**src/rtl/core/hnorm_pkg.sv**
```systemverilog
`timescale 1ns / 1ps
// ----------------------------------------------------------------------------
// hnorm_pkg
// shared widths, constants and types for the heightfield normal stencil
// ----------------------------------------------------------------------------
package hnorm_pkg;

    localparam int COORD_W = 7;
    localparam int RES_W   = 7;
    localparam int Q_DEPTH = 4;

    localparam logic [RES_W-1:0] RES_RESET = 7'd64;

    // which extra results a queued word produces after its middle-row point
    typedef struct packed {
        logic has_bottom;
        logic has_corner;
    } hnorm_kind_t;

endpackage

```
**src/rtl/core/hnorm_queue.sv**
```systemverilog
`timescale 1ns / 1ps
// ----------------------------------------------------------------------------
// hnorm_queue
// short fifo between front and back so each side stalls on its own
// ----------------------------------------------------------------------------
module hnorm_queue
    import hnorm_pkg::*;
#(
    parameter int WIDTH = 93
)
(
    input  logic             clk,
    input  logic             rst_n,
    input  logic             push,
    input  logic [WIDTH-1:0] wdata,
    output logic             ready,
    output logic             valid,
    output logic [WIDTH-1:0] rdata,
    input  logic             pop
);

    localparam int PW = $clog2(Q_DEPTH);

    logic [WIDTH-1:0] slot_reg [Q_DEPTH];
    logic [PW-1:0]    wr_ptr_reg, wr_ptr_next;
    logic [PW-1:0]    rd_ptr_reg, rd_ptr_next;
    logic [PW:0]      count_reg, count_next;

    assign ready = (count_reg != (PW+1)'(Q_DEPTH));
    assign valid = (count_reg != '0);
    assign rdata = slot_reg[rd_ptr_reg];

    always_comb
    begin
        wr_ptr_next = push ? wr_ptr_reg + PW'(1) : wr_ptr_reg;
        rd_ptr_next = pop ? rd_ptr_reg + PW'(1) : rd_ptr_reg;
        count_next  = count_reg;
        if (push && !pop)
            count_next = count_reg + (PW+1)'(1);
        else if (pop && !push)
            count_next = count_reg - (PW+1)'(1);
    end

    always_ff @(posedge clk or negedge rst_n)
    begin
        if (!rst_n)
        begin
            wr_ptr_reg <= '0;
            rd_ptr_reg <= '0;
            count_reg  <= '0;
        end
        else
        begin
            wr_ptr_reg <= wr_ptr_next;
            rd_ptr_reg <= rd_ptr_next;
            count_reg  <= count_next;
        end
    end

    always_ff @(posedge clk)
    begin
        if (push)
            slot_reg[wr_ptr_reg] <= wdata;
    end

endmodule

```
**config.mk**
```make
export PLATFORM = sky130hd
export DESIGN_NAME = hnorm_queue
export DESIGN_NICKNAME = d
export VERILOG_FILES = /design/src/rtl/core/hnorm_pkg.sv /design/src/rtl/core/hnorm_queue.sv
export SDC_FILE = /design/constraint.sdc
export NUM_CORES = 1
export LEC_CHECK = 0
export BUFFER_PORTS_ARGS = -buffer_cell sky130_fd_sc_hd__buf_2
export CAP_MARGIN = 20
export CELL_PAD_IN_SITES_DETAIL_PLACEMENT = 1
export CELL_PAD_IN_SITES_GLOBAL_PLACEMENT = 2
export CORE_ASPECT_RATIO = 1.25
export CORE_MARGIN = 2
export CORE_UTILIZATION = 49
export CTS_CLUSTER_SIZE = 10
export DETAILED_ROUTE_END_ITERATION = 16
export GPL_ROUTABILITY_DRIVEN = 0
export GPL_TIMING_DRIVEN = 1
export PLACE_DENSITY = 0.91
export SLEW_MARGIN = 20
export SYNTH_ARGS = -nofsm -noshare
export SYNTH_HDL_FRONTEND = slang
export SYNTH_SLANG_ARGS = --single-unit
```
**constraint.sdc**
```tcl
create_clock -name clk -period 10.6 [get_ports clk]
set_clock_uncertainty 0.15 [all_clocks]
set_input_delay 1.06 -clock clk [delete_from_list [all_inputs] [get_ports clk]]
set_output_delay 1.06 -clock clk [all_outputs]
set_load 0.02 [all_outputs]
```
==> flow_summary_export.csv <==
group,metric,value,unit
setup_path,critPathBufInv,2,
timing,worst_pin_slew,1.062,ns
cts,cts_buffer_depth,3,
timing,max_freq,0.2213,GHz
setup_path,required,9.39,ns
grt,antenna_found_initial,5,
cts,clkLatencyLatePin,0.51,ns
routing,drt_first_pass_iters,4,
yosys,synth_fa_ha_area_frac,0.005956,
timing,hold_viol_final,0,
grt,grt_usage,0.1883,
layout,area_delta_synth_final,17.39,%
yosys,yosysTopAreaCell,"edfxtp_1",
setup_path,crit_path_max_fanout,49,
yosys,synthesis.area,0.01386,sq mm
yosys,synth_top_family_by_area,"multiplexers",
setup_path,cp_top_family,"flip-flops",
layout,final_nets,845,
die,start_util,0.4999,
die,die_y,192.1,microns
die,rows,68,
die,fp.dieW,154.5,microns
yosys,synth_top_cell_area_share,0.8057,
cts,tritoncts,"built",
setup_path,rrSetupSlack,8.02,ns
yosys,netlist_instances,521,
die,core_area,0.02774,sq mm
cts,numCtsBuffers,43,
setup_path,cp.arrival,3.31,ns
yosys,yosysMostFrequentCell,"edfxtp_1",
setup_path,start_kind,"flop",
routing,final_antenna_net_count,0,
outcome,status,"complete, no violations",
layout,drive_gt1_frac,0.4561,
timing,layout_min_cycle_time,4.520,ns
grt,grt_pass1_wl,41540,microns
yosys,synth_area_leaders,"edfxtp_1, mux4_2, dfrtp_1",
setup_path,path_cells,"buf_4, mux4_2, buf_2",
yosys,synth_xor_xnor_area_share,0.003790,
power,p_leak,5.553,nW
yosys,ys_seq_area_frac,0.8183,
setup_path,critPathKind,"reg2out",
routing,drt_wl_total,27340,microns
timing,rsz0062_at_grt,"no",
placed_design,place_area,0.01511,sq mm
cts,cts_resized,0,
layout,largest_reg_flops,372,
timing,setup_viol,0,
grt,grt_pass1_vias,7097,
timing,post-route-period-util,0.4264,
die,dieArea,0.02966,sq mm
job,cap_violations,0,
power,ir_drop,0.1733,mV
routing,first_iter_violations,311,
yosys,synth-compound-area-share,0.0003610,
yosys,synth_nets,624,
setup_path,slowest_stage,"dfrtp_4",
yosys,synth_edf_count,372,
yosys,synth_cell_types,20,
routing,dr_total_vias,6119,
grt,grt_max_degree,71,
setup_path,max_stage_delay,1.07,ns
power,p_per_area,291.5,mW/mm^2
yosys,yosys.area_share.simple,0.003610,
routing,routedWlPerCell,24.79,microns
die,ios,192,
grt,overflow,0,
routing,viasPerCell,5.548,
placed_design,dp_hpwl,17000,microns
setup_path,cp-end-kind,"primary output",
cts,cts_hold_buffers,0,
hold_path,hp-class,"in2async",
timing,max-slew-margin-rel,0.2918,
timing,slew_violations,0,
layout,fillers,2333,
placed_design,io_buffers,191,
timing,holdWs,0.2278,ns
cts,root_buffer,"clkbuf_16",
cts,clkSlewWorstSetupHoldPaths,0.05,ns
cts,cts_sinks,379,
cts,postCtsSetupBuffers,0,
yosys,yosys_warnings,0,
layout,fin_area,0.01628,sq mm
routing,drc,0,
cts,htreeDepth,2,
yosys,synthTopCellsByCount,"edfxtp_1, mux4_2, buf_2, dfrtp_1, buf_12",
yosys,synth-seq-cells,379,
yosys,muxShareOfSynthArea,0.1519,
timing,tns,0,ns
yosys,synth_flop_cell,"edfxtp_1",
yosys,avgSynthCellArea,26.61,sq um
yosys,synth-async-reset-ratio,0.01847,
## where the power goes
| group | leakage (nW) | internal (mW) | switching (mW) |
|---|---|---|---|
| registers | 3.50 | 1.97 | 0.157 |
| logic | 1.49 | 0.567 | 0.799 |
| clock network | 0.564 | 0.742 | 0.511 |
| total | 5.55 | 3.28 | 1.47 |
## cell usage in the layout (no fill, tap or decap), types with 3 or more instances in the layout
cell	count
and2_4	4
buf_2	191
buf_4	6
clkbuf_1	9
clkbuf_16	44
dfrtp_1	5
edfxtp_1	372
ha_1	5
inv_1	4
mux4_2	93
nand2_1	3
xor2_1	4
## worst paths after layout
check / cells past startpoint / endpoint / start
setup / recovery: 3 / rdata[51] / rd_ptr_reg[0]
hold / removal: 1 / count_reg[2] / rst_n
setup reg to reg: 4 / slot_reg[0][27] / wr_ptr_reg[0]
hold reg to reg: 1 / count_reg[2] / count_reg[2]
max in group asynchronous: 1 / rd_ptr_reg[0] / rst_n
min in group clk: 1 / count_reg[2] / count_reg[2]
## per-layer routing
layer | GRT usage | share of wire | up-vias
li1 | - | - | 2655
met1 | 0.2241 | 0.39 | 3235
met2 | 0.3458 | 0.54 | 181
met3 | 0.04400 | 0.052 | 42
met4 | 0.04986 | 0.017 | 6
met5 | 0 | 0.0015 | -
## area by class of cell
class / instances / area (sq um) / area share
multi-input cells: 117 / 2306 / 0.1417
well taps: 350 / 437.9 / 0.02691
inverters: 4 / 15.01 / 0.0009225
clock inverters: 2 / 25.02 / 0.001538
flip-flops and latches: 379 / 11350 / 0.6976
clock buffers: 53 / 1135 / 0.06973
repair buffers: 197 / 1001 / 0.06150
diodes: 1 / 2.502 / 0.0001538
## through the flow
stage	setup slack [ns]	utilization	total power, mW	std cells
after detailed placement	6.488	0.5449	3.559	1047
final	6.080	0.5868	4.744	1103
after floorplan	6.775	-	3.139	521
after CTS	5.938	0.5867	4.822	1102
after global placement	6.513	0.5449	3.495	1047
after global routing	5.728	0.5867	4.954	1102
## cell families (layout without fill, tap and decap cells)
logic type      Yosys count  in the layout
fa+ha+maj                 6              6
simple gates             10             10
flops                   379            379
xor+xnor                  6              6
buf+inv                  25            256
compound gates            1              1
other cells               0              1
mux                      94             94
(Power assumes the default switching activity.)
