===== src/rtl/core/hnorm_pkg.sv =====
`timescale 1ns / 1ps
// ----------------------------------------------------------------------------
// hnorm_pkg
// shared widths, constants and types for the heightfield normal stencil
// ----------------------------------------------------------------------------
package hnorm_pkg;

    localparam int COORD_W = 7;
    localparam int RES_W   = 7;
    localparam int Q_DEPTH = 4;

    localparam logic [RES_W-1:0] RES_RESET = 7'd64;

    // which extra results a queued word produces after its middle-row point
    typedef struct packed {
        logic has_bottom;
        logic has_corner;
    } hnorm_kind_t;

endpackage


===== src/rtl/core/hnorm_back.sv =====
`timescale 1ns / 1ps
// ----------------------------------------------------------------------------
// hnorm_back
// expands each queued word into its one to three normals and drives the
// registered output channel
// ----------------------------------------------------------------------------
module hnorm_back
    import hnorm_pkg::*;
#(
    parameter int NORMAL_BITS = 25
)
(
    input  logic                          clk,
    input  logic                          rst_n,
    input  logic                          q_valid,
    output logic                          q_pop,
    input  hnorm_kind_t                   q_kind,
    input  logic [COORD_W-1:0]            q_col,
    input  logic [COORD_W-1:0]            q_row,
    input  logic [NORMAL_BITS-1:0]        q_nx,
    input  logic [NORMAL_BITS-1:0]        q_nz,
    input  logic [NORMAL_BITS-1:0]        q_bx,
    output logic                          out_valid,
    input  logic                          out_stall,
    output logic [COORD_W-1:0]            column,
    output logic [COORD_W-1:0]            row,
    output logic signed [NORMAL_BITS-1:0] normal_x,
    output logic signed [NORMAL_BITS-1:0] normal_z,
    output logic                          last_of_run
);

    localparam logic [1:0] PH_MID    = 2'd0;
    localparam logic [1:0] PH_BOTTOM = 2'd1;
    localparam logic [1:0] PH_CORNER = 2'd2;

    logic [1:0]             phase_reg, phase_next, phase_step;
    logic                   out_valid_reg, out_valid_next;
    logic [COORD_W-1:0]     column_reg, row_reg;
    logic [NORMAL_BITS-1:0] nx_reg, nz_reg;
    logic                   last_reg;

    logic                   load, fire, sel_last;
    logic [COORD_W-1:0]     sel_col, sel_row;
    logic [NORMAL_BITS-1:0] sel_x, sel_z;

    assign load = !out_valid_reg || !out_stall;
    assign fire = load && q_valid;

    always_comb
    begin
        unique case (phase_reg)
            PH_BOTTOM:
            begin
                sel_col    = q_col - COORD_W'(1);
                sel_row    = q_row;
                sel_x      = q_bx;
                sel_z      = '0;
                sel_last   = !q_kind.has_corner;
                phase_step = PH_CORNER;
            end
            PH_CORNER:
            begin
                sel_col    = q_col;
                sel_row    = q_row;
                sel_x      = '0;
                sel_z      = '0;
                sel_last   = 1'b1;
                phase_step = PH_MID;
            end
            default:
            begin
                sel_col    = q_col;
                sel_row    = q_row - COORD_W'(1);
                sel_x      = q_nx;
                sel_z      = q_nz;
                sel_last   = !q_kind.has_bottom;
                phase_step = PH_BOTTOM;
            end
        endcase
    end

    assign q_pop          = fire && sel_last;
    assign phase_next     = fire ? (sel_last ? PH_MID : phase_step) : phase_reg;
    assign out_valid_next = load ? q_valid : out_valid_reg;

    always_ff @(posedge clk or negedge rst_n)
    begin
        if (!rst_n)
        begin
            phase_reg     <= PH_MID;
            out_valid_reg <= 1'b0;
        end
        else
        begin
            phase_reg     <= phase_next;
            out_valid_reg <= out_valid_next;
        end
    end

    always_ff @(posedge clk)
    begin
        if (fire)
        begin
            column_reg <= sel_col;
            row_reg    <= sel_row;
            nx_reg     <= sel_x;
            nz_reg     <= sel_z;
            last_reg   <= sel_last;
        end
    end

    assign out_valid   = out_valid_reg;
    assign column      = column_reg;
    assign row         = row_reg;
    assign normal_x    = nx_reg;
    assign normal_z    = nz_reg;
    assign last_of_run = last_reg;

endmodule


===== config.mk =====
export PLATFORM = sky130hd
export DESIGN_NAME = hnorm_back
export DESIGN_NICKNAME = d
export VERILOG_FILES = /design/src/rtl/core/hnorm_pkg.sv /design/src/rtl/core/hnorm_back.sv
export SDC_FILE = /design/constraint.sdc
export NUM_CORES = 1
export LEC_CHECK = 0
export ABC_AREA = 1
export BUFFER_PORTS_ARGS = -buffer_cell sky130_fd_sc_hd__buf_2
export CORE_AREA = 2 2 84 86
export CTS_BUF_LIST = sky130_fd_sc_hd__clkbuf_8
export CTS_CLUSTER_SIZE = 8
export DETAILED_ROUTE_END_ITERATION = 6
export DIE_AREA = 0 0 86 88
export GPL_TIMING_DRIVEN = 0
export PLACE_DENSITY = 0.82
export SYNTH_ARGS = -nofsm -noshare
export SYNTH_HDL_FRONTEND = slang
export SYNTH_SLANG_ARGS = --single-unit

===== constraint.sdc =====
create_clock -name clk -period 2.9 [get_ports clk]
set_input_delay 0 -clock clk [delete_from_list [all_inputs] [get_ports clk]]
set_output_delay 0 -clock clk [all_outputs]
set_load 0.1 [all_outputs]

==> impl_metrics.yaml <==
outcome:
  status: "finished, final reports clean"
finish:
  diodes: 0
  nets: 651
  area_growth_pct: 65.8
  layout-drive-gt1-share_pct: 34.9
power_and_ir_drop:
  power_density_nw_per_um2: 1050
  total_power_uw: 5320
  p_leak_uw: 0.00260
  ir_drop_uv: 713
clock_tree:
  holdBufCountCts: 86
  cts_resized: 0
  htree_levels: 3
  clk_path_buf_depth: 2
  clockRootBuffer: "clkbuf_8"
  cts_made_buffers: 9
  cts_tree: "done"
  clk_latency_ns: 0.33
  path_clk_slew_ns: 0.08
  cts.sinks: 68
  post-cts-setup-buffers: 0
global_route:
  grt-ovfl-total: 0
  grt_usage_pct: 24.0
  grt_pass1_wl_um: 13800
  grt_pass1_vias: 3042
  antenna_found_initial: 0
  grt_start_max_net_pins: 36
worst_setup_path:
  worstRegToRegCells: 8
  cp.required_ns: 2.99
  r2r_slack_ns: 0.74
  cp.arrival_ns: 2.24
  critPathLaunchType: "flop"
  worstSetupPathType: "reg -> reg"
  cp_max_fo: 10
  end_kind: "flop"
  r2r_start: "phase_reg[0]"
  timing.critical_path.from: "phase_reg[0]"
  reg2reg_to: "normal_x[11]"
floorplanning:
  core_area_um2: 6640
  fp-row-count: 30
  die_x_um: 86
  start_util_pct: 46.1
  die-area_um2: 7570
  die_h_um: 88
  ioPinCount: 162
routing:
  drt-initial-drc-count: 139
  drc: 0
  drt_wl_total_um: 9100
  vias_per_cell: 4.70
  route.met3.wl_um: 551
  highest_layer: "met4"
  drt_first_pass_iters: 4
  vias: 2987
  wl_met2_um: 5000
  routedWlPerCell_um: 14.3
  antenna_left: 0
  wl_met1_um: 3290
logic_synthesis:
  synthesis.nets: 392
  synth-seq-cells: 68
  synth_cell_types: 18
  syn_avg_cell_area_um2: 10.5
  yosys_warnings: 0
  netlist_area_um2: 3070
  ys_seq_area_share_pct: 66.1
  syn_inst: 292
placement:
  gp_congestion: 0.804
  dp_slack_ns: 1.11
  io_buffers: 161
  dp_hpwl_um: 5580
timing:
  finalSetupViolations: 0
  tightest_slew_ns: 0.665
  rsz0062_at_grt: "no"
  setup_tns_ns: 0
  post-route-min-period_ns: 2.16
  timing_hold_violations_final: 0
  max_slew_margin_pct: 55.6
  finalCritPeriodShare_pct: 74.5
  setup_ws_ns: 0.740
  skew_ns: 0.00954
  fmax_mhz: 463
  drv_slew: 0
min_path:
  worstHoldPathCells: 2
  holdCritPathClass: "in -> reg"
  min_to: "row[2]"
  min_from: "q_row[2]"
run:
  maxCapViolCount: 0
## cells in the final DEF, fill, tap and decap left out, drive strengths merged, types with 3 or more instances in the layout
cell type,n
buf,173
nand2,110
ha,5
o21ai,3
edfxtp,65
xor2,4
clkbuf,9
inv,44
nand3,33
nor2,13
bufinv,3
dfrtp,3
dlygate4sd3,86
clkinv,3
## cells by family after synthesis
kind of cell	synth area share, %
DFF	66.1
and+or+nand+nor	21.5
AOI/OAI and AO/OA	0.490
buffers and inverters	8.12
xor gates and xnor gates	1.71
adders and majority gates	2.04
## cells in the mapped netlist, drive strengths merged
| library cell | number | area (µm²) |
|---|---|---|
| edfxtp | 65 | 1950 |
| dfrtp | 3 | 75.1 |
| buf | 11 | 85.1 |
| inv | 43 | 164 |
| o21ai | 3 | 15.0 |
| xor2 | 4 | 35.0 |
| nor2 | 13 | 71.3 |
| nand3 | 33 | 165 |
| xnor2 | 2 | 17.5 |
| nand2 | 110 | 423 |
| ha | 5 | 62.6 |
## power breakdown
part           internal, µW  total, µW  switching (µW)
clock network           561        907             346
registers              1400       1460            62.3
logic                   749       2950            2200
## critical path, cell delays in order (launching register included)
cell,delay (ns)
dfrtp_1,0.41
inv_1,0.07
ha_1,0.30
buf_6,0.17
inv_4,0.09
buf_6,0.15
nand3_1,0.07
nand2_1,0.08
dlygate4sd3_1,0.57
## final cells by class
cell class,count,area [µm²]
Buffer,11,85.1
Clock inverter,7,106
Fill cell,449,1560
Clock buffer,9,124
Timing Repair Buffer,248,1690
Multi-Input combinational cell,170,790
Inverter,43,164
Sequential cell,68,2030
Tap cell,80,100
## per-layer routing
metal  global-route usage [%]  vias up
met2                     47.8      133
met1                     24.2     1375
met4                     10.5        0
li1                         -     1452
met5                        0        -
met3                     4.43       27
## per-stage QoR
stage / utilization (%) / instance area (µm²) / cells / hold slack (ns)
floorplan: - / 3070 / 292 / -0.296
global placement: 59.8 / 3970 / 533 / -0.200
detailed placement: 60.1 / 3990 / 534 / -0.196
CTS: 76.5 / 5080 / 636 / 0.00380
global route: 76.5 / 5080 / 636 / 0.0320
finish: 76.5 / 5080 / 636 / 0.0229
## worst max-delay path by stage
stage / slack (ns) / endpoint / cells after the start
floorplan: 0.11 / column[0] / 3
global placement: 0.14 / normal_z[23] / 3
detailed placement: 1.11 / normal_x[19] / 4
CTS: 0.77 / normal_x[9] / 8
global route: 0.68 / normal_x[4] / 8
finish: 0.74 / normal_x[11] / 8
No activity file was read; power rests on OpenSTA's default activity.
